===== src/eida_pkg.sv =====
// Package for the entity id allocator: sizes, codes and shared types.
// No dependencies; the design files refer to it by scoped names, the testbench imports it.
package eida_pkg;

  localparam int MAX_ENTITIES = 1024;
  localparam int SYSTEM_SLOTS = 4;
  localparam int MASK_REGS    = 4;
  localparam int SLOTS_USED   = (SYSTEM_SLOTS < MASK_REGS) ? SYSTEM_SLOTS : MASK_REGS;

  localparam int OP_W      = 2;
  localparam int ID_W      = 10;
  localparam int MASK_W    = 64;
  localparam int STATUS_W  = 2;
  localparam int MEMBER_W  = 4;
  localparam int SC_W      = 3;
  localparam int CFG_IDX_W = 3;

  localparam int IDX_W   = $clog2(MAX_ENTITIES);
  localparam int CNT_W   = IDX_W + 1;
  localparam int ENTRY_W = MASK_W + 1;  // in-use flag on top of the mask

  localparam int IN_RAW_W     = OP_W + ID_W + MASK_W;
  localparam int IN_TDATA_W   = ((IN_RAW_W + 7) / 8) * 8;
  localparam int OUT_TDATA_W  = STATUS_W + ID_W + MEMBER_W + MASK_W;

  typedef logic [IDX_W-1:0]  idx_t;
  typedef logic [MASK_W-1:0] mask_t;
  typedef mask_t [MASK_REGS-1:0] sys_masks_t;

  typedef enum logic [OP_W-1:0] {
    OP_CREATE  = 2'd0,
    OP_DESTROY = 2'd1,
    OP_ADD     = 2'd2,
    OP_NONE    = 2'd3
  } op_e;

  typedef enum logic [STATUS_W-1:0] {
    STAT_OK       = 2'd0,
    STAT_NO_FREE  = 2'd1,
    STAT_NO_SYS   = 2'd2,
    STAT_NOT_USED = 2'd3
  } status_e;

  typedef enum logic [1:0] {
    FSM_CLEAR,
    FSM_IDLE,
    FSM_EXEC
  } fsm_e;

  localparam logic [CFG_IDX_W-1:0] CFG_SYSTEM_COUNT  = 3'd0;
  localparam logic [CFG_IDX_W-1:0] CFG_SYSTEM_MASK_0 = 3'd1;

  // Commands from the controller to the free list.
  typedef struct packed {
    logic clr_we;
    idx_t clr_idx;
    logic pop;
    logic push;
    idx_t push_id;
  } fl_cmd_t;

  // Free list status seen by the controller.
  typedef struct packed {
    idx_t head_id;
    logic empty;
    logic full;
  } fl_stat_t;

endpackage


===== src/eida_ctrl.sv =====
// Request sequencer: clearing pass, read-modify-write of the mask store,
// free list commands, system match and the result register.
// Depends on eida_pkg.
module eida_ctrl (
  input  logic                                clk_i,
  input  logic                                rst_ni,
  input  logic                                req_valid_i,
  output logic                                req_ready_o,
  input  logic [eida_pkg::IN_TDATA_W-1:0]     req_data_i,
  output logic                                rsp_valid_o,
  input  logic                                rsp_ready_i,
  output logic [eida_pkg::OUT_TDATA_W-1:0]    rsp_data_o,
  input  logic [eida_pkg::SC_W-1:0]           sys_count_i,
  input  eida_pkg::sys_masks_t                sys_masks_i,
  output logic                                mem_we_o,
  output eida_pkg::idx_t                      mem_waddr_o,
  output logic [eida_pkg::ENTRY_W-1:0]        mem_wdata_o,
  output logic                                mem_re_o,
  output eida_pkg::idx_t                      mem_raddr_o,
  input  logic [eida_pkg::ENTRY_W-1:0]        mem_rdata_i,
  output eida_pkg::fl_cmd_t                   fl_cmd_o,
  input  eida_pkg::fl_stat_t                  fl_stat_i
);

  eida_pkg::fsm_e state_q, state_d;
  eida_pkg::idx_t clr_q, clr_d;

  eida_pkg::op_e              op_q;
  logic [eida_pkg::ID_W-1:0]  id_q;
  eida_pkg::mask_t            add_q;

  logic                                 out_valid_q, out_valid_d;
  logic [eida_pkg::OUT_TDATA_W-1:0]     out_data_q,  out_data_d;

  logic accept;
  logic clr_last;

  eida_pkg::status_e            status;
  logic [eida_pkg::ID_W-1:0]    rid;
  logic [eida_pkg::MEMBER_W-1:0] member;
  eida_pkg::mask_t              emask;
  eida_pkg::mask_t              new_mask;
  logic [eida_pkg::SC_W-1:0]    slots;
  logic                         in_range;
  logic                         entry_used;

  assign clr_last = (clr_q == eida_pkg::IDX_W'(eida_pkg::MAX_ENTITIES - 1));
  assign accept   = req_valid_i && req_ready_o;

  // Next state
  always_comb begin
    state_d = state_q;
    clr_d   = clr_q;
    case (state_q)
      eida_pkg::FSM_CLEAR: begin
        clr_d = clr_q + 1'b1;
        if (clr_last) begin
          state_d = eida_pkg::FSM_IDLE;
        end
      end
      eida_pkg::FSM_IDLE: begin
        if (accept) begin
          state_d = eida_pkg::FSM_EXEC;
        end
      end
      eida_pkg::FSM_EXEC: begin
        state_d = eida_pkg::FSM_IDLE;
      end
      default: begin
        state_d = eida_pkg::FSM_CLEAR;
      end
    endcase
  end

  // Match logic on the merged mask
  assign entry_used = mem_rdata_i[eida_pkg::MASK_W];
  assign new_mask   = mem_rdata_i[eida_pkg::MASK_W-1:0] | add_q;
  assign in_range   = ({1'b0, id_q} < (eida_pkg::ID_W + 1)'(eida_pkg::MAX_ENTITIES));
  assign slots      = (sys_count_i > eida_pkg::SC_W'(eida_pkg::SLOTS_USED)) ?
                      eida_pkg::SC_W'(eida_pkg::SLOTS_USED) : sys_count_i;

  // Outputs
  always_comb begin
    req_ready_o = 1'b0;
    mem_we_o    = 1'b0;
    mem_waddr_o = id_q[eida_pkg::IDX_W-1:0];
    mem_wdata_o = '0;
    mem_re_o    = 1'b0;
    mem_raddr_o = req_data_i[eida_pkg::OP_W +: eida_pkg::IDX_W];
    fl_cmd_o    = '0;
    fl_cmd_o.clr_idx = clr_q;
    fl_cmd_o.push_id = id_q[eida_pkg::IDX_W-1:0];
    status      = eida_pkg::STAT_OK;
    rid         = id_q;
    member      = '0;
    emask       = '0;
    out_valid_d = out_valid_q && !rsp_ready_i;
    out_data_d  = out_data_q;

    case (state_q)
      eida_pkg::FSM_CLEAR: begin
        mem_we_o        = 1'b1;
        mem_waddr_o     = clr_q;
        fl_cmd_o.clr_we = 1'b1;
      end
      eida_pkg::FSM_IDLE: begin
        req_ready_o = !out_valid_q || rsp_ready_i;
        mem_re_o    = accept;
      end
      eida_pkg::FSM_EXEC: begin
        case (op_q)
          eida_pkg::OP_CREATE: begin
            if (fl_stat_i.empty) begin
              status = eida_pkg::STAT_NO_FREE;
              rid    = '0;
            end else begin
              rid          = eida_pkg::ID_W'(fl_stat_i.head_id);
              fl_cmd_o.pop = 1'b1;
              mem_we_o     = 1'b1;
              mem_waddr_o  = fl_stat_i.head_id;
              mem_wdata_o  = {1'b1, {eida_pkg::MASK_W{1'b0}}};
            end
          end
          eida_pkg::OP_DESTROY: begin
            if (!in_range) begin
              status = eida_pkg::STAT_NOT_USED;
            end else if (!entry_used) begin
              status = eida_pkg::STAT_NOT_USED;
              emask  = mem_rdata_i[eida_pkg::MASK_W-1:0];
            end else begin
              mem_we_o      = 1'b1;
              fl_cmd_o.push = !fl_stat_i.full;
            end
          end
          eida_pkg::OP_ADD: begin
            if (!in_range) begin
              status = eida_pkg::STAT_NOT_USED;
            end else begin
              mem_we_o    = 1'b1;
              mem_wdata_o = {entry_used, new_mask};
              emask       = new_mask;
              if (slots == '0) begin
                status = eida_pkg::STAT_NO_SYS;
              end else begin
                for (int k = 0; k < eida_pkg::MEMBER_W; k++) begin
                  if (k < eida_pkg::SLOTS_USED) begin
                    member[k] = (eida_pkg::SC_W'(k) < slots) &&
                                ((new_mask & sys_masks_i[k]) == sys_masks_i[k]);
                  end
                end
              end
            end
          end
          default: begin
            // unused opcode: echo the id, touch nothing
          end
        endcase
        out_valid_d = 1'b1;
        out_data_d  = {emask, member, rid, status};
      end
      default: begin
      end
    endcase
  end

  always_ff @(posedge clk_i or negedge rst_ni) begin
    if (!rst_ni) begin
      state_q     <= eida_pkg::FSM_CLEAR;
      clr_q       <= '0;
      out_valid_q <= 1'b0;
    end else begin
      state_q     <= state_d;
      clr_q       <= clr_d;
      out_valid_q <= out_valid_d;
    end
  end

  always_ff @(posedge clk_i) begin
    out_data_q <= out_data_d;
    if (accept) begin
      op_q  <= eida_pkg::op_e'(req_data_i[eida_pkg::OP_W-1:0]);
      id_q  <= req_data_i[eida_pkg::OP_W +: eida_pkg::ID_W];
      add_q <= req_data_i[eida_pkg::OP_W + eida_pkg::ID_W +: eida_pkg::MASK_W];
    end
  end

  assign rsp_valid_o = out_valid_q;
  assign rsp_data_o  = out_data_q;

endmodule


===== config.mk =====
export PLATFORM = sky130hd
export DESIGN_NAME = eida_ctrl
export DESIGN_NICKNAME = d
export VERILOG_FILES = /design/src/eida_pkg.sv /design/src/eida_ctrl.sv
export SDC_FILE = /design/constraint.sdc
export NUM_CORES = 1
export LEC_CHECK = 0
export BUFFER_PORTS_ARGS = -buffer_cell sky130_fd_sc_hd__buf_2
export CAP_MARGIN = 10
export CORE_AREA = 2 2 241 243
export CTS_BUF_LIST = sky130_fd_sc_hd__clkbuf_4
export DETAILED_ROUTE_END_ITERATION = 16
export DIE_AREA = 0 0 243 245
export GPL_TIMING_DRIVEN = 0
export PLACE_DENSITY = 0.39
export SLEW_MARGIN = 20
export SYNTH_ARGS = -nofsm -noshare
export SYNTH_HDL_FRONTEND = slang
export SYNTH_SLANG_ARGS = --single-unit

===== constraint.sdc =====
create_clock -name clk_i -period 4.65 [get_ports clk_i]
set_clock_uncertainty 0.2 [all_clocks]
set_input_delay 0.2325 -clock clk_i [delete_from_list [all_inputs] [get_ports clk_i]]
set_output_delay 0.2325 -clock clk_i [all_outputs]
set_load 0.02 [all_outputs]

==> flow_metrics.env <==
export IMPL_drcViolationCount=0
export IMPL_synth_enable_flop_cells=156
export IMPL_synthArstFlopShare=0.0769
export IMPL_synth_top_family_by_area="compound AO/OA/AOI/OAI gates"
export IMPL_crit_fanout=18
export IMPL_cpLargestDelayFamily="buffers and inverters"
export IMPL_yosysWarnings=0
export IMPL_synth_compound_area_share=0.236
export IMPL_cts_htree_levels=4
export IMPL_core_area_sq_um=57000
export IMPL_grt_util_all_layers=0.233
export IMPL_fin_nets=2159
export IMPL_muxShareOfSynthArea=0
export IMPL_clk_pin_slew_ns=0.19
export IMPL_clockRootBuffer="clkbuf_4"
export IMPL_vdd_drop_max_mv=0.185
export IMPL_cp_required_ns=4.22
export IMPL_critical_path_buf_inv_count=4
export IMPL_worstHoldPathCells=5
export IMPL_area_growth_pct=81.5
export IMPL_syn_nets=1263
export IMPL_max_slew_margin_rel=0.186
export IMPL_startpoint_type="register"
export IMPL_final_hold_viol_count=0
export IMPL_routed_wirelength_microns=71100
export IMPL_grt_pass1_wl_microns=94000
export IMPL_numPortBuffers=607
export IMPL_clock_sinks=169
export IMPL_end_kind="output port"
export IMPL_fin_crit_ns=4.07
export IMPL_fillers=6300
export IMPL_synthXorXnorAreaFrac=0.00891
export IMPL_holdWs_ns=0.148
export IMPL_overflow=0
export IMPL_hp_class="input port to register"
export IMPL_netlist_instances=838
export IMPL_rr_worst_depth=6
export IMPL_status="completed"
export IMPL_setup_viol=0
export IMPL_synth_top_area_frac=0.530
export IMPL_netlist_area_sq_um=8840
export IMPL_synthSimpleGateAreaFrac=0.152
export IMPL_synth_seq_area_share=0.566
export IMPL_cp_arrival_ns=3.64
export IMPL_cp_depth=7
export IMPL_wl_per_cell_microns=28.1
export IMPL_gp_congestion=0.993
export IMPL_crit_chain="inv_1 > ha_1 > clkbuf_2 > nand2_2 > clkbuf_2 > nor2_1 > buf_2"
export IMPL_drt_first_iter_violations=763
export IMPL_yosys_area_share_adder=0.00707
export IMPL_drive_gt1_frac=0.400
export IMPL_grt_pass1_vias=11720
export IMPL_hpwl_microns=58100
export IMPL_antenna_left=0
export IMPL_critical_path_class="register to output port"
export IMPL_p_per_area_nw_per_um2=369
export IMPL_num_rows=88
export IMPL_ys_flop_type="edfxtp_1"
export IMPL_ioPinCount=612
export IMPL_rsz0062_at_grt="false"
export IMPL_drv_cap=0
export IMPL_layout_common_cells="607 x buf_2, 260 x dlygate4sd3_1, 156 x edfxtp_1"
export IMPL_vias=11376
export IMPL_slew_violations=0
export IMPL_fmaxAchievable_mhz=245
export IMPL_numCtsBuffers=17
export IMPL_crit_path_top_delay_cell="nand2_2"
export IMPL_ys_ff_latch=169
export IMPL_place_area_sq_um=13100
export IMPL_start_util=0.155
export IMPL_post_route_period_util=0.876
export IMPL_clock_latency_ns=0.77
export IMPL_avgSynthCellArea_sq_um=10.6
export IMPL_drt_pass1_iterations=5
export IMPL_cts_tree="built"
export IMPL_r2r_slack_ns=0.62
export IMPL_fp_dieW_microns=243
export IMPL_final_area_sq_um=16100
export IMPL_leakage_nw=6.79
export IMPL_clockBufferDepth=2
export IMPL_die_y_microns=245
export IMPL_synth_top_area_cell="edfxtp_1"
export IMPL_grt_start_max_net_pins=36
export IMPL_worst_slew_pin_slew_ns=1.22
export IMPL_antenna_found_initial=13
export IMPL_die_area_sq_um=59500
export IMPL_synth_area_leaders="edfxtp_1 53%, nor2_1 5.7%, a21boi_0 5.4%"
export IMPL_synth_distinct_cells=40
export IMPL_crit_top_cell="clkbuf_2"
export IMPL_layout_commonest_cell="buf_2"
export IMPL_via_per_inst=4.51
export IMPL_cpPeakStageDelay_ns=0.53
export IMPL_finish_utilization=0.281
-- cells in the mapped netlist, types with 5 or more instances --
library cell / number
edfxtp_1: 156
nor2_1: 134
nand2_1: 88
o21ai_0: 77
a21boi_0: 64
a22oi_1: 47
clkbuf_1: 33
a22o_1: 32
a221oi_1: 31
nor3b_1: 20
o22ai_1: 20
a21oi_1: 17
nand4_1: 16
inv_1: 14
dfrtp_1: 13
buf_4: 10
nand3_1: 10
xnor2_1: 7
and2_1: 5
and3_1: 5
ha_1: 5
-- repair_timing --
action,4_1_cts,5_1_grt
hold buffers,260,0
setup buffers,0,0
gates resized for setup,2,0
endpoints found under the setup margin,54,0
endpoints found under the hold margin,247,0
-- tightest hold or removal path, cell delays in order --
cell	delay, ns
buf_2	0.13
nor2b_1	0.08
clkbuf_1	0.31
nand2_1	0.15
a21boi_0	0.06
-- registers in the layout, indices dropped and copies added (netlist names) --
name         cells
rsp_valid_o      1
add_q           64
op_q             2
state_q          2
id_q            10
clr_q           10
rsp_data_o      80
-- layout make-up --
cell class / instances / area [sq um] / area share
antenna: 13 / 32.5 / 0.00203
buffer: 44 / 209 / 0.0130
clock buffer: 18 / 135 / 0.00842
clock inverter: 14 / 189 / 0.0118
inverter: 14 / 52.6 / 0.00327
multi-input combinational: 610 / 3650 / 0.227
sequential: 169 / 5010 / 0.312
tap: 765 / 957 / 0.0596
timing repair buffer: 878 / 5820 / 0.362
-- routing by layer --
metal	up-vias	GRT usage	routed length (microns)
met5	-	0	77
met4	12	0.102	3030
met3	120	0.0707	5640
met2	659	0.375	32200
met1	5547	0.287	30100
li1	5038	-	-
-- final timing paths --
path,from,endpoint
max,op_q[0],mem_wdata_o[30]
min,mem_rdata_i[64],rsp_data_o[33]
max reg2reg,add_q[14],rsp_data_o[12]
min reg2reg,clr_q[9],clr_q[9]
max in group asynchronous,rst_ni,state_q[1]
min in group asynchronous,rst_ni,clr_q[0]
-- where the power goes --
part	leakage, nW	switching, mW	internal (mW)	total (mW)
clock network	0.177	0.685	0.394	1.08
registers	1.62	0.182	2.05	2.23
logic	4.99	1.73	0.888	2.61
total	6.79	2.59	3.33	5.93
-- through the flow --
stage	TNS (ns)	instances	total power, mW	setup WS (ns)
6_report	0	2525	5.93	0.575
5_1_grt	0	2519	6.20	0.250
4_1_cts	0	2511	5.99	0.276
3_5_place_dp	0	2220	4.71	0.193
3_3_place_gp	-386.63	2210	4.67	-4.70
2_1_floorplan	0	838	3.38	0.107
-- cells by family after synthesis --
group,after synthesis
xor gates and xnor gates,9
adders and majority gates,5
and+or+nand+nor,297
DFF,169
AOI/OAI and AO/OA,299
buffers and inverters,59
Note: power is estimated with default switching activity, not from simulation.
