File: config.mk
export PLATFORM = sky130hd
export DESIGN_NAME = eida_ram
export DESIGN_NICKNAME = d
export VERILOG_FILES = /design/src/eida_ram.sv
export SDC_FILE = /design/constraint.sdc
export NUM_CORES = 1
export LEC_CHECK = 0
export BUFFER_PORTS_ARGS = -buffer_cell sky130_fd_sc_hd__buf_2
export CAP_MARGIN = 25
export CORE_AREA = 2 2 89 108
export CTS_CLUSTER_SIZE = 10
export DETAILED_ROUTE_END_ITERATION = 8
export DIE_AREA = 0 0 91 110
export GPL_TIMING_DRIVEN = 0
export PLACE_DENSITY = 0.76
export SLEW_MARGIN = 0
export SYNTH_ARGS = -nofsm -noshare
export SYNTH_HDL_FRONTEND = slang
export SYNTH_SLANG_ARGS = --single-unit
File: constraint.sdc
create_clock -name clk_i -period 2.19 [get_ports clk_i]
set_input_delay 0.438 -clock clk_i [delete_from_list [all_inputs] [get_ports clk_i]]
set_output_delay 0.438 -clock clk_i [all_outputs]
set_load 0.01 [all_outputs]
File: src/eida_ram.sv
// Generic simple dual-port RAM: one write port, one read port, registered read.
// No dependencies.
module eida_ram #(
  parameter int WIDTH = 8,
  parameter int DEPTH = 16
) (
  input  logic                     clk_i,
  input  logic                     we_i,
  input  logic [$clog2(DEPTH)-1:0] waddr_i,
  input  logic [WIDTH-1:0]         wdata_i,
  input  logic                     re_i,
  input  logic [$clog2(DEPTH)-1:0] raddr_i,
  output logic [WIDTH-1:0]         rdata_o
);

  logic [WIDTH-1:0] mem_q [DEPTH];
  logic [WIDTH-1:0] rdata_q;

  always_ff @(posedge clk_i) begin
    if (we_i) begin
      mem_q[waddr_i] <= wdata_i;
    end
    if (re_i) begin
      rdata_q <= mem_q[raddr_i];
    end
  end

  assign rdata_o = rdata_q;

endmodule

==> results of run 1 <==
==> worst max-delay path, stage by stage, from the launching register on <==
cell and delay (ns):
edfxtp_1 0.37, mux4_1 0.54, a22oi_1 0.33, nand2_1 0.10
==> placed cells by master (no fill, tap or decap), types with 2 or more instances in the layout <==
cell	Yosys	layout
a22oi_1	16	16
buf_2	3	30
buf_4	1	3
buf_6	3	3
bufinv_16	0	5
clkbuf_16	0	16
clkdlybuf4s25_2	3	3
clkinv_1	0	5
clkinvlp_4	0	4
edfxtp_1	136	136
mux4_1	14	14
mux4_2	18	18
nand2_1	9	9
nand2b_1	2	2
nand3b_1	2	2
nor2_1	13	13
nor3_1	4	4
==> logic make-up after synthesis <==
kind of cell	count (synthesis)
simple gates	35
flops	136
buf+inv	10
mux	32
compound gates	16
==> routing by layer <==
layer | track usage [%] | part of all wire (%) | routed length [µm] | vias up
li1 | - | - | - | 1072
met1 | 26.54 | 39 | 3836 | 1278
met2 | 37.14 | 52 | 5162 | 130
met3 | 5.982 | 6.3 | 623 | 21
met4 | 10.71 | 3.1 | 307 | 0
met5 | 0 | 0 | 0 | -
==> cell type report <==
cell class              instances  share of cell area [%]
flip-flops and latches        136                   66.41
multi-input cells              83                   17.19
clock buffers                  17                   6.734
clock inverters                15                   3.377
repair buffers                 29                   2.442
well taps                     120                   2.442
plain buffers                  10                   1.404
==> final timing paths <==
| check | startpoint | end | slack [ns] | cells past startpoint |
|---|---|---|---|---|
| setup / recovery | mem_q[1][0] | rdata_o[0] | 0.59 | 3 |
| hold / removal | re_i | rdata_o[2] | 0.25 | 1 |
| setup reg to reg | mem_q[1][0] | rdata_o[0] | 0.59 | 3 |
| hold reg to reg | mem_q[14][2] | rdata_o[2] | 0.76 | 3 |
==> metrics by stage <==
stage          power (µW)  instance area [µm²]  std cells  setup slack, ns  util (%)
2_1_floorplan        3152                 5228        229           0.2591         -
3_3_place_gp         3264                 5503        374          -0.2893     61.56
3_5_place_dp         3278                 5528        378          0.07077     61.84
4_1_cts              6217                 6150        410           0.6342     68.80
5_1_grt              6329                 6150        410           0.5552     68.80
6_report             6190                 6150        410           0.5939     68.80
==> sequential cells by signal, indices dropped and copies added, names as in the netlist <==
| name | cells |
|---|---|
| mem_q | 128 |
| rdata_o | 8 |
==> power by group <==
part,internal (µW),switching [µW]
clock,1940,1020
sequential,2930,13.7
combinational,114,164
==> impl_metrics.env, run 1 <==
export IMPL_synth_seq_cells=136
export IMPL_synth_flop_cell="edfxtp_1"
export IMPL_hold_ws_ns=0.2502
export IMPL_crit_path_end_kind="flop"
export IMPL_synth_cells=229
export IMPL_period_share_pct=72.88
export IMPL_finalClockSkew_ns=0.006890
export IMPL_yosysMostFrequentCell="edfxtp_1"
export IMPL_totalWireLength_um=9930
export IMPL_crit_path_max_fanout=1
export IMPL_synth_commonest_cells="136 x edfxtp_1, 18 x mux4_2, 16 x a22oi_1"
export IMPL_yosys_area_share_adder_pct=0
export IMPL_cap_violations=0
export IMPL_cp_start_kind="flop"
export IMPL_setup_tns_ns=0
export IMPL_yosys_area_share_simple_pct=3.135
export IMPL_root_buffer="clkbuf_8"
export IMPL_post_synth_top_area_fraction_pct=78.12
export IMPL_grt_max_degree=17
export IMPL_grt_use_total_pct=21.93
export IMPL_syn_area_mm2=0.005228
export IMPL_antenna_found_initial=0
export IMPL_synthMuxAreaShare_pct=14.79
export IMPL_syn_num_nets=248
export IMPL_max_clock_freq_ghz=0.6265
export IMPL_initial_utilization_pct=58.48
export IMPL_diodes=0
export IMPL_port_buffers=25
export IMPL_die_h_um=110
export IMPL_drc_errors=0
export IMPL_synth_avg_cell_area_um2=22.83
export IMPL_synth_async_reset_ratio_pct=0
export IMPL_cts_resized=0
export IMPL_multi_input_area_mm2=0.001057
export IMPL_rows=38
export IMPL_core_mm2=0.008939
export IMPL_cts_buffer_depth=2
export IMPL_holdBufCountCts=0
export IMPL_synth_edf_count=136
export IMPL_drtAntennaViolNets=0
export IMPL_max_vdd_ir_drop_mv=0.7414
export IMPL_drive_above_1_share_pct=29.31
export IMPL_dr_pass1_iters=5
export IMPL_synth_xor_area_share_pct=0
export IMPL_numCtsBuffers=17
export IMPL_status="finished, final reports clean"
export IMPL_synth_area_leaders="edfxtp_1 78%, mux4_2 7.8%, mux4_1 7.0%"
export IMPL_p_leak_uw=0.002063
export IMPL_synth_top_family_by_area="multiplexers"
export IMPL_hold_class="input pin to flop"
export IMPL_setup_violations=0
export IMPL_detailed_place_hpwl_um=6125
export IMPL_regArea_mm2=0.004084
export IMPL_die_area_mm2=0.01001
export IMPL_via_per_inst=6.100
export IMPL_rsz0062_at_grt="no"
export IMPL_yosysTopAreaCell="edfxtp_1"
export IMPL_clk_latency_ns=0.53
export IMPL_synth_compound_area_share_pct=2.298
export IMPL_post_cts_setup_buffer_count=0
export IMPL_grt_pass1_vias=2483
export IMPL_yosysWarnings=0
export IMPL_cp_arrival_ns=1.87
export IMPL_dr_first_iter_drc_count=240
export IMPL_fillers=578
export IMPL_syn_to_final_growth_pct=17.64
export IMPL_gp_congestion=0.9000
export IMPL_htreeDepth=4
export IMPL_p_per_area_mw_per_mm2=1007
export IMPL_vias=2501
export IMPL_report_final_slew_viol_count=0
export IMPL_worstMarginPinSlew_ns=0.8266
export IMPL_cts_tree="yes"
export IMPL_relSlewSlack_pct=44.47
export IMPL_clkSlewWorstSetupHoldPaths_ns=0.06
export IMPL_ys_seq_area_share_pct=78.12
export IMPL_grt_pass1_wl_um=14790
export IMPL_critPathRequiredTime_ns=2.46
export IMPL_finalHoldViolCount=0
export IMPL_cts_sinks=136
export IMPL_timing_final_crit_period_ns=1.596
export IMPL_fin_nets=296
export IMPL_overflow=0
export IMPL_die_w_um=91
export IMPL_post_drt_wl_per_cell_um=24.22
export IMPL_crit_type="flop to flop"
export IMPL_synth_distinct_cells=18
export IMPL_io_pins=27
Power figures use the tool's default switching activity.
==> run 2, diff against run 1 <==
- ABC_AREA: default -> 1
- CORE_AREA: 2 2 89 108 -> 2 2 98 118
- DIE_AREA: 0 0 91 110 -> 0 0 100 120
- PLACE_DENSITY: 0.76 -> 0.74
- clock period: 2.19 -> 1.4 ns (I/O delays scaled with it)
==> run 2 against run 1 <==
Compared with the run above:
- count of clock-buffer cells in the layout increased by 2
- die area increased by 20%
- critical path depth unchanged
- sequential cell count unchanged
- combinational power increased by 110%
- synthesized cell count increased by 140%
- global-route usage increased by 2.4 points
- via count increased by 57%
- largest power group is now sequential cells
==> impl_metrics.env, run 2 <==
export IMPL_worstMarginPinSlew_ns=1.031
export IMPL_yosysMostFrequentCell="nand2_1"
export IMPL_dr_pass1_iters=5
export IMPL_rsz0062_at_grt="no"
export IMPL_via_per_inst=5.306
export IMPL_placed_cells=706
export IMPL_layoutNonFillerInstCount=738
export IMPL_rrSetupSlack_ns=0.20
export IMPL_critPathRequiredTime_ns=1.43
export IMPL_setup_violations=0
export IMPL_grt_pass1_vias=3867
export IMPL_report_final_slew_viol_count=0
export IMPL_fillers=859
export IMPL_dr_first_iter_drc_count=462
export IMPL_detailed_place_hpwl_um=8639
export IMPL_use_met1_pct=31.09
export IMPL_mostFrequentLayoutCells="173 x nand2_1, 136 x edfxtp_1, 100 x inv_1"
export IMPL_synth_cells=551
export IMPL_cts_sinks=136
export IMPL_synth_top_family_by_area="simple AND/OR/NAND/NOR gates"
export IMPL_vias=3916
export IMPL_path_buf_inv=1
export IMPL_crit_path_end_kind="flop"
export IMPL_die_w_um=100
export IMPL_gr_usage_met3_pct=4.950
export IMPL_post_cts_setup_buffer_count=0
export IMPL_finalClockSkew_ns=0.005986
export IMPL_synth_async_reset_ratio_pct=0
export IMPL_syn_to_final_growth_pct=13.82
export IMPL_fin_nets=612
export IMPL_grt_use_total_pct=24.36
export IMPL_min_from="re_i"
export IMPL_status="finished, final reports clean"
export IMPL_post_synth_top_area_fraction_pct=69.85
export IMPL_overflow=0
export IMPL_core_mm2=0.01093
export IMPL_relSlewSlack_pct=31.02
export IMPL_yosysTopAreaCell="edfxtp_1"
export IMPL_initial_utilization_pct=53.49
export IMPL_rr_startpoint="mem_q[1][1]"
export IMPL_drc_errors=0
export IMPL_synthMuxAreaShare_pct=0
export IMPL_yosys_area_share_adder_pct=0
export IMPL_die_h_um=120
export IMPL_clkSlewWorstSetupHoldPaths_ns=0.06
export IMPL_period_share_pct=99.51
export IMPL_p_per_area_mw_per_mm2=1375
export IMPL_yosys_area_share_simple_pct=20.76
export IMPL_synth_avg_cell_area_um2=10.61
export IMPL_cap_violations=0
export IMPL_synth_area_leaders="edfxtp_1 70%, nand2_1 11%, nand3_1 8.3%"
export IMPL_hold_class="input pin to flop"
export IMPL_crit_path_top_delay_cell="nor2_1"
export IMPL_synth_xor_area_share_pct=0
export IMPL_cts_tree="yes"
export IMPL_yosysWarnings=0
export IMPL_ys_seq_area_share_pct=69.85
export IMPL_post_drt_wl_per_cell_um=18.28
export IMPL_top_register="mem_q"
export IMPL_grt_max_degree=17
export IMPL_synth_edf_count=136
export IMPL_htreeDepth=4
export IMPL_drtAntennaViolNets=0
export IMPL_max_vdd_ir_drop_mv=0.6839
export IMPL_cp_arrival_ns=1.43
export IMPL_final_common_cell="nand2_1"
export IMPL_synth_distinct_cells=11
export IMPL_timing_final_crit_period_ns=1.393
export IMPL_syn_num_nets=570
export IMPL_critical_path_max_stage_delay_ns=0.78
export IMPL_crit_type="input pin to flop"
export IMPL_worst_path_dominant_cell_family="simple AND/OR/NAND/NOR gates"
export IMPL_cp_start_kind="input pin"
export IMPL_cts_buffer_depth=2
export IMPL_finalHoldViolCount=0
export IMPL_grt_pass1_wl_um=20910
export IMPL_crit_path_max_fanout=8
export IMPL_top_usage_layer="met2"
export IMPL_largest_reg_flops=128
export IMPL_path_cells="buf_2 > nand3b_1 > nor2_1"
export IMPL_synth_flop_cell="edfxtp_1"
export IMPL_use_met2_pct=38.26
export IMPL_root_buffer="clkbuf_16"
export IMPL_io_pins=27
export IMPL_numCtsBuffers=17
export IMPL_port_buffers=23
export IMPL_die_area_mm2=0.01200
export IMPL_gp_congestion=0.8953
export IMPL_synth_commonest_cells="173 x nand2_1, 136 x edfxtp_1, 100 x inv_1"
export IMPL_antenna_found_initial=0
export IMPL_totalWireLength_um=13490
export IMPL_p_total_uw=9149
export IMPL_drive_above_1_share_pct=12.05
export IMPL_rows=42
export IMPL_final_util_pct=60.89
export IMPL_clk_latency_ns=0.41
export IMPL_diodes=0
export IMPL_startpoint="waddr_i[3]"
export IMPL_p_leak_uw=0.002868
export IMPL_max_clock_freq_ghz=0.7178
export IMPL_syn_area_mm2=0.005847
export IMPL_synth_seq_cells=136
export IMPL_synth_compound_area_share_pct=0
[run 2: worst reg2reg max path: cells and delay by family (launching register included)]
family	cells	cell delay [ns]
AND/OR/NAND/NOR	5	0.49
flip-flops	1	0.38
buffers and inverters	1	0.08
[run 2: cell type report]
class | count | area, µm² | share of cell area (%)
flip-flops and latches | 136 | 4084 | 61.36
multi-input cells | 289 | 1221 | 18.35
clock buffers | 19 | 432.9 | 6.505
inverters | 102 | 382.9 | 5.753
plain buffers | 24 | 166.4 | 2.500
well taps | 132 | 165.2 | 2.482
repair buffers | 23 | 115.1 | 1.730
clock inverters | 13 | 87.58 | 1.316
[run 2: path summary, 6_finish.rpt]
check / endpoint / cells past startpoint
min: rdata_o[0] / 1
max reg2reg: rdata_o[1] / 6
min reg2reg: rdata_o[5] / 6
max: mem_q[5][6] / 3
[run 2: report_power, final]
part	total [µW]	switching (µW)	internal, µW
logic	589	417	171
clock network	3950	1570	2380
registers	4610	21.8	4590
[run 2: through the flow]
step	setup slack [ns]	hold WS (ns)	area (µm²)	TNS, ns
after floorplan	0.1692	0.3789	5847	0
after detailed placement	-0.3996	0.6266	6127	-31.68
after CTS	0.02952	0.2001	6648	0
after global routing	0.007940	0.2090	6655	0
final	0.006919	0.2002	6655	0
after global placement	-0.3592	0.6116	6127	-27.50
[run 2: kinds of logic (layout without fill, tap and decap cells)]
| logic type | Yosys count | count (layout) |
|---|---|---|
| buffers and inverters | 126 | 181 |
| AND/OR/NAND/NOR | 289 | 289 |
| flip-flops | 136 | 136 |
[run 2: what timing repair did]
action,4_1_cts,5_1_grt
setup endpoints to repair,0,24
gates resized for setup,0,3
hold buffers,0,0
[run 2: layer usage]
| metal | part of all wire, % | vias to the layer above |
|---|---|---|
| met5 | 0 | - |
| met4 | 4.9 | 0 |
| met3 | 7.1 | 46 |
| met2 | 48 | 181 |
| met1 | 40 | 1822 |
| li1 | - | 1867 |
==> run 3, diff against run 2 <==
==> constraint.sdc (replaced) <==
create_clock -name clk_i -period 1.4 [get_ports clk_i]
set_input_delay 0.14 -clock clk_i [delete_from_list [all_inputs] [get_ports clk_i]]
set_output_delay 0.14 -clock clk_i [all_outputs]
set_load 0.01 [all_outputs]
==> run 3 against run 2 <==
Compared with the run above:
- via count up 0.97%
- sequential power hardly changed
- total power about the same
- count of clock-buffer cells in the layout did not move
- first-iteration DRC count up 16%
- fmax increased by 13%
- non-clock buffer count unchanged
- cell area fell by 0.11%
- global-route usage stayed put
- worst setup slack gained 0.16 ns
- final cell count did not move
- largest power group unchanged
==> impl_metrics.env, run 3 (synthesis gave the netlist of run 2 again) <==
export IMPL_timing_final_crit_period_ns=1.230
export IMPL_vias=3954
export IMPL_overflow=0
export IMPL_htreeDepth=4
export IMPL_p_sw_uw=2012
export IMPL_period_share_pct=87.88
export IMPL_cts_resized=0
export IMPL_pwr_share_comb_pct=6.4
export IMPL_drive_above_1_share_pct=11.55
export IMPL_setup_violations=0
export IMPL_die_h_um=120
export IMPL_rrSetupSlack_ns=0.19
export IMPL_startpoint="waddr_i[1]"
export IMPL_clkSlewWorstSetupHoldPaths_ns=0.05
export IMPL_holdBufCountCts=0
export IMPL_initial_utilization_pct=53.49
export IMPL_cts_tree="yes"
export IMPL_seq_power_share_pct=50.4
export IMPL_report_final_slew_viol_count=0
export IMPL_grt_max_degree=17
export IMPL_crit_path_max_fanout=8
export IMPL_hold_depth=1
export IMPL_rr_startpoint="mem_q[1][1]"
export IMPL_max_vdd_ir_drop_mv=0.6891
export IMPL_setup_tns_ns=0
export IMPL_fin_nets=612
export IMPL_rows=42
export IMPL_diodes=0
export IMPL_port_buffers=23
export IMPL_totalWireLength_um=13510
export IMPL_p_int_uw=7141
export IMPL_finalHoldViolCount=0
export IMPL_largest_reg_flops=128
export IMPL_die_w_um=100
export IMPL_grt_pass1_vias=3867
export IMPL_gp_congestion=0.8953
export IMPL_cp_arrival_ns=1.26
export IMPL_p_leak_uw=0.002869
export IMPL_fillers=860
export IMPL_dp_slack_ns=-0.2596
export IMPL_final_common_cell="nand2_1"
export IMPL_crit_path_end_kind="flop"
export IMPL_dr_first_iter_drc_count=534
export IMPL_setup_slack_ns=0.1697
export IMPL_post_cts_setup_buffer_count=0
export IMPL_switching_share_pct=21.98
export IMPL_crit_type="input pin to flop"
export IMPL_worstMarginPinSlew_ns=1.032
export IMPL_root_buffer="clkbuf_16"
export IMPL_min_from="re_i"
export IMPL_status="finished, final reports clean"
export IMPL_p_total_uw=9153
export IMPL_io_pins=27
export IMPL_cap_violations=0
export IMPL_reg2reg_depth=6
export IMPL_holdPathEnd="rdata_o[0]"
export IMPL_die_area_mm2=0.01200
export IMPL_finalClockSkew_ns=0.005314
export IMPL_cts_sinks=136
export IMPL_drtAntennaViolNets=0
export IMPL_core_mm2=0.01093
export IMPL_post_drt_wl_per_cell_um=18.31
export IMPL_cp_start_kind="input pin"
export IMPL_dr_pass1_iters=7
export IMPL_top_register="mem_q"
export IMPL_final_util_pct=60.82
export IMPL_numCtsBuffers=17
export IMPL_clk_latency_ns=0.42
export IMPL_mostFrequentLayoutCells="173 x nand2_1, 136 x edfxtp_1, 100 x inv_1"
export IMPL_cts_buffer_depth=2
export IMPL_drc_errors=0
export IMPL_grt_pass1_wl_um=20910
export IMPL_critPathRequiredTime_ns=1.43
export IMPL_syn_to_final_growth_pct=13.70
export IMPL_detailed_place_hpwl_um=8639
export IMPL_relSlewSlack_pct=30.97
export IMPL_grt_use_total_pct=24.36
export IMPL_antenna_found_initial=0
export IMPL_max_clock_freq_ghz=0.8128
export IMPL_reg2reg_to="rdata_o[1]"
export IMPL_rsz0062_at_grt="no"
export IMPL_hold_class="input pin to flop"
export IMPL_p_clk_share_pct=43.2
export IMPL_via_per_inst=5.358
export IMPL_hold_ws_ns=0.06007
export IMPL_p_per_area_mw_per_mm2=1377
run 3: cell counts in the layout (fill, tap and decap cells not counted):
Identical to the previous run, type by type.
run 3: final cells by class:
class	count	area [µm²]	share of cell area, %
sequential	136	4084	61.43
multi-input combinational	289	1214	18.26
clock buffer	19	432.9	6.512
inverter	102	382.9	5.759
buffer	24	166.4	2.503
tap	132	165.2	2.484
timing repair buffer	23	115.1	1.732
clock inverter	13	87.58	1.318
run 3: stage by stage:
step | instances | cell area, µm²
after global routing | 738 | 6648
after global placement | 706 | 6127
final | 738 | 6648
after CTS | 738 | 6648
after detailed placement | 706 | 6127
after floorplan | 551 | 5847
run 3: how the worst max path moves through the flow:
| stage | end |
|---|---|
| 6_report | mem_q[13][7] |
| 3_3_place_gp | mem_q[6][1] |
| 5_1_grt | rdata_o[1] |
| 4_1_cts | mem_q[5][5] |
| 3_5_place_dp | mem_q[5][1] |
| 2_1_floorplan | mem_q[10][0] |
run 3: worst max-delay path: stages:
cell and delay (ns):
buf_2 0.11, inv_1 0.06, nand2_1 0.12, nor2_1 0.82
run 3: power groups by stage:
stage | registers, µW | clock network, µW | logic (µW)
global route | 4620 | 4140 | 645
CTS | 4610 | 3950 | 579
floorplan | 4700 | 0 | 322
global placement | 4690 | 0 | 559
detailed placement | 4700 | 0 | 573
finish | 4610 | 3950 | 587
run 3: per-layer routing:
layer | global-route usage (%) | share of wire [%] | vias to the layer above
met2 | 38.26 | 47 | 209
li1 | - | - | 1865
met5 | 0 | 0 | -
met4 | 14.98 | 5.2 | 0
met3 | 4.950 | 7.1 | 51
met1 | 31.09 | 40 | 1829
